==> src/hdl/dwg_pkg.sv <==
// ----------------------------------------------------------------------------
// Damped wave grid step: package
// Register indexes, fixed constants and the types shared by the modules.
// ----------------------------------------------------------------------------
`default_nettype none

package dwg_pkg;

  localparam logic [2:0] REG_GRID_WIDTH  = 3'd0;
  localparam logic [2:0] REG_GRID_HEIGHT = 3'd1;
  localparam logic [2:0] REG_ACCEL       = 3'd2;
  localparam logic [2:0] REG_DAMPING     = 3'd3;
  localparam logic [2:0] REG_TIME_STEP   = 3'd4;

  localparam logic [16:0] ONE_Q16 = 17'd65536;

  localparam int unsigned MUL_CHUNK = 26;
  localparam int unsigned MUL_BW    = 26;

  typedef struct packed {
    logic [6:0]  grid_width;
    logic [6:0]  grid_height;
    logic [23:0] acceleration;
    logic [23:0] damping;
    logic [16:0] time_step;
  } cfg_t;

  typedef struct packed {
    logic       kind;
    logic [5:0] cell_x;
    logic [5:0] cell_y;
  } req_t;

  typedef struct packed {
    logic signed [31:0] cell_deflection;
    logic signed [31:0] cell_velocity;
    logic [47:0]        elapsed_time;
    logic               cell_valid;
  } result_t;

endpackage

`default_nettype wire

==> src/hdl/dwg_regs.sv <==
// ----------------------------------------------------------------------------
// Damped wave grid step: configuration registers
// APB register file holding the grid size and the physical coefficients.
// ----------------------------------------------------------------------------
`default_nettype none

module dwg_regs (
  input  logic          clk_i,
  input  logic          rst_ni,
  input  logic          psel_i,
  input  logic          penable_i,
  input  logic          pwrite_i,
  input  logic [4:0]    paddr_i,
  input  logic [31:0]   pwdata_i,
  output logic [31:0]   prdata_o,
  output dwg_pkg::cfg_t cfg_o
);

  dwg_pkg::cfg_t cfg_q;
  logic [2:0]    idx;
  logic          wr_en;

  assign idx   = paddr_i[4:2];
  assign wr_en = psel_i & penable_i & pwrite_i;
  assign cfg_o = cfg_q;

  always_ff @(posedge clk_i or negedge rst_ni) begin
    if (!rst_ni) begin
      cfg_q.grid_width   <= 7'd64;
      cfg_q.grid_height  <= 7'd64;
      cfg_q.acceleration <= 24'd65536;
      cfg_q.damping      <= 24'd0;
      cfg_q.time_step    <= 17'd6554;
    end else if (wr_en) begin
      case (idx)
        dwg_pkg::REG_GRID_WIDTH:  cfg_q.grid_width   <= pwdata_i[6:0];
        dwg_pkg::REG_GRID_HEIGHT: cfg_q.grid_height  <= pwdata_i[6:0];
        dwg_pkg::REG_ACCEL:       cfg_q.acceleration <= pwdata_i[23:0];
        dwg_pkg::REG_DAMPING:     cfg_q.damping      <= pwdata_i[23:0];
        dwg_pkg::REG_TIME_STEP:   cfg_q.time_step    <= pwdata_i[16:0];
        default: begin
        end
      endcase
    end
  end

  always_comb begin
    case (idx)
      dwg_pkg::REG_GRID_WIDTH:  prdata_o = 32'(cfg_q.grid_width);
      dwg_pkg::REG_GRID_HEIGHT: prdata_o = 32'(cfg_q.grid_height);
      dwg_pkg::REG_ACCEL:       prdata_o = 32'(cfg_q.acceleration);
      dwg_pkg::REG_DAMPING:     prdata_o = 32'(cfg_q.damping);
      dwg_pkg::REG_TIME_STEP:   prdata_o = 32'(cfg_q.time_step);
      default:                  prdata_o = 32'd0;
    endcase
  end

endmodule

`default_nettype wire

==> config.mk <==
export PLATFORM = sky130hd
export DESIGN_NAME = dwg_regs
export DESIGN_NICKNAME = d
export VERILOG_FILES = /design/src/hdl/dwg_pkg.sv /design/src/hdl/dwg_regs.sv
export SDC_FILE = /design/constraint.sdc
export NUM_CORES = 1
export LEC_CHECK = 0
export BUFFER_PORTS_ARGS = -buffer_cell sky130_fd_sc_hd__buf_2
export CAP_MARGIN = 20
export CORE_UTILIZATION = 25
export CTS_CLUSTER_DIAMETER = 30
export CTS_CLUSTER_SIZE = 14
export DETAILED_ROUTE_END_ITERATION = 8
export GPL_TIMING_DRIVEN = 0
export PLACE_DENSITY = 0.54
export SLEW_MARGIN = 10
export SYNTH_ARGS = -nofsm -noshare
export SYNTH_HDL_FRONTEND = slang
export SYNTH_SLANG_ARGS = --single-unit
export TNS_END_PERCENT = 30
==> constraint.sdc <==
create_clock -name clk_i -period 2.66 [get_ports clk_i]
set_input_delay 0.532 -clock clk_i [delete_from_list [all_inputs] [get_ports clk_i]]
set_output_delay 0.532 -clock clk_i [all_outputs]
set_load 0.03 [all_outputs]
==> reports/results.txt <==
met2 Usage GRT - 24.0%
largest net degree at the start of global routing - 59
synthesized area - 0.00373 sq mm
met3 Use GR - 6.04%
final setup vio count - 0
Layout fillers - 1,494
synthesis-to-finish area growth - 34.8%
total CTS buffers - 9
DRT Pass-1 Iters - 4
commonest cells after routing, fill and taps aside - buf_2 (134), mux2_2 (75), dfrtp_1 (69), mux2i_1 (17), buf_4 (16)
Power Dens Cells - 875 mW/mm^2
DR vias/cell - 4.50
ANT nets after route - 0
final cell count without fillers - 617
initial antenna violation count - 1
Slew Viols, Final - 0
Clk Latency, worst-skew pair - 0.34 ns
leading post-synthesis cells by cell area - dfrtp_1 (46%), mux2_2 (23%), dfstp_2 (7.0%)
# diodes - 0
Clock Skew - 0 ns
worst min path class - in -> async
# rows - 44
initial core utilization - 25.7%
GRT Resource Usage Total - 14.6%
layout cells sized above 1 - 60.0%
first-pass GRT wire length - 16.2 mm
dominant synthesized flop cell - dfrtp_1
Setup Fix Bufs, Post-CTS - 0
met1 Track Usage GR - 17.9%
Fmax achieved - 0.400 GHz
Yosys reg bits - 79
routability cong. - 0.740
status - complete, no violations
synth unique cells - 26
Leakage - 2.52 nW
Sink Count - 79
mean post-synth cell area - 13.5 sq um
Max transition margin - 52.4%
clock slew at reported path FFs - 0.06 ns
internal reg-to-reg setup slack - 1.85 ns
Worst setup EP type - output port
vias in the first global route - 2,806
initial drt markers - 84
sequential fraction of the synthesis area - 53.4%
CTS root buf - clkbuf_16
Max Cap Viol - 0
Place WS - -0.214 ns
CP arrival - 1.97 ns
Chip Width - 124 microns
Tcrit/Tclk final - 94.0%
Residual DRC - 0
CP Launch Type - primary input
Crit Path Category - in -> out
Clock Path Buffers - 2
Avg WL per Cell - 17.3 microns
Crit Reg-Reg Endpoint - cfg_o[6]$_DFFE_PN0P_
Cells after DPL - 601
Worst Tran Pin Value - 0.711 ns
post-synthesis instance total - 276
number of synthesized flops with an enable pin - 0
Synth top area share - 46.3%
Die Area - 0.0154 sq mm
largest area contributor in the netlist - dfrtp_1
Vias - 2,776
number of port buffers - 133
number of placed I/O pins - 153
hpwl dp - 7.44 mm
Yosys Warn Count - 0
Peak supply drop - 0.539 mV
reg2reg path depth - 1
H-tree Lvls - 3
GR peak layer - met2
Nets - 470
fin worst setup slack - 0.161 ns
Chip Height - 124 microns
Detailed Route WL - 10.7 mm
max FFs per register - 79
commonest non-fill, non-tap cell in the layout - buf_2
post-layout min period - 2.50 ns
hold buffer count at cts - 0
RSZ-0062 raised after global routing - no
final hold vios - 0
core footprint - 0.0145 sq mm
worst-path maximum fanout - 10
setup_tns - 0 ns
CTS tree - built
r2r startpoint - cfg_o[6]$_DFFE_PN0P_
asr flop ratio synth - 100%
gr ovfl total - 0
Req. time, crit path - 2.13 ns
==> stage by stage <==
| stage | util [%] | power [W] | hold WS (ns) | cell area [sq um] |
|---|---|---|---|---|
| floorplan | - | 0.00255 | 0.236 | 3750 |
| global placement | 32.0 | 0.00297 | 0.498 | 4650 |
| detailed placement | 32.2 | 0.00300 | 0.454 | 4680 |
| CTS | 34.6 | 0.00447 | 0.0808 | 5020 |
| global route | 34.6 | 0.00462 | 0.0896 | 5030 |
| finish | 34.6 | 0.00440 | 0.0853 | 5030 |
==> cells in the mapped netlist (7+ instances only) <==
cell type and n:
dfrtp_1 69, o21ai_0 10, mux2_1 11, a21oi_1 7, buf_4 15, nor2_1 7, mux2i_1 17, mux2_2 75
a22oi_1 7, o22ai_1 7, dfstp_2 10, nand2_1 11, nor3b_1 7
==> worst max path at each step <==
| stage | slack (ns) | from | depth (start not counted) | endpoint |
|---|---|---|---|---|
| global route | 0.02 | paddr_i[4] | 7 | prdata_o[6] |
| global placement | -0.20 | paddr_i[4] | 6 | prdata_o[9] |
| detailed placement | -0.21 | paddr_i[4] | 6 | prdata_o[9] |
| CTS | 0.03 | paddr_i[4] | 6 | prdata_o[9] |
| floorplan | 0.26 | paddr_i[2] | 5 | prdata_o[11] |
| finish | 0.16 | paddr_i[2] | 8 | prdata_o[0] |
==> worst max-delay path, cell delays in order <==
cell      delay, ns
buf_2          0.11
buf_4          0.18
clkbuf_4       0.22
buf_4          0.23
nor3b_1        0.19
a21oi_1        0.06
o22ai_1        0.19
buf_2          0.24
==> what timing repair did <==
action / in CTS / in global routing
endpoints found under the hold margin: 0 / 0
resized for setup: 1 / 2
endpoints found under the setup margin: 10 / 2
pin swaps: 0 / 0
==> routing by layer <==
layer  wire length (microns)  share of wire (%)
met5                      17               0.16
met4                      71               0.66
met3                     815                7.6
met2                    5130                 48
met1                    4660                 44
==> cell type report <==
class / count / area [sq um] / area share [%]
timing repair buffer: 134 / 696 / 13.8
multi-input combinational: 177 / 1580 / 31.4
clock inverter: 3 / 90.1 / 1.79
tap: 184 / 230 / 4.58
sequential: 79 / 1990 / 39.6
clock buffer: 13 / 250 / 4.98
buffer: 27 / 191 / 3.81
==> where the power goes <==
group,leakage [nW],total [W],internal (W),switching (W)
Combinational,1.37,0.00133,0.000462,0.000872
Sequential,0.987,0.00164,0.00146,0.000176
Clock,0.164,0.00143,0.000944,0.000484
Total,2.52,0.00440,0.00287,0.00153
==> cell families after synthesis <==
group,synth area share [%]
muxes,30.5
DFF,53.4
and+or+nand+nor,6.11
AOI/OAI and AO/OA,4.87
buffers and inverters,5.03
other,0.101
No activity file was read; power rests on OpenSTA's default activity.
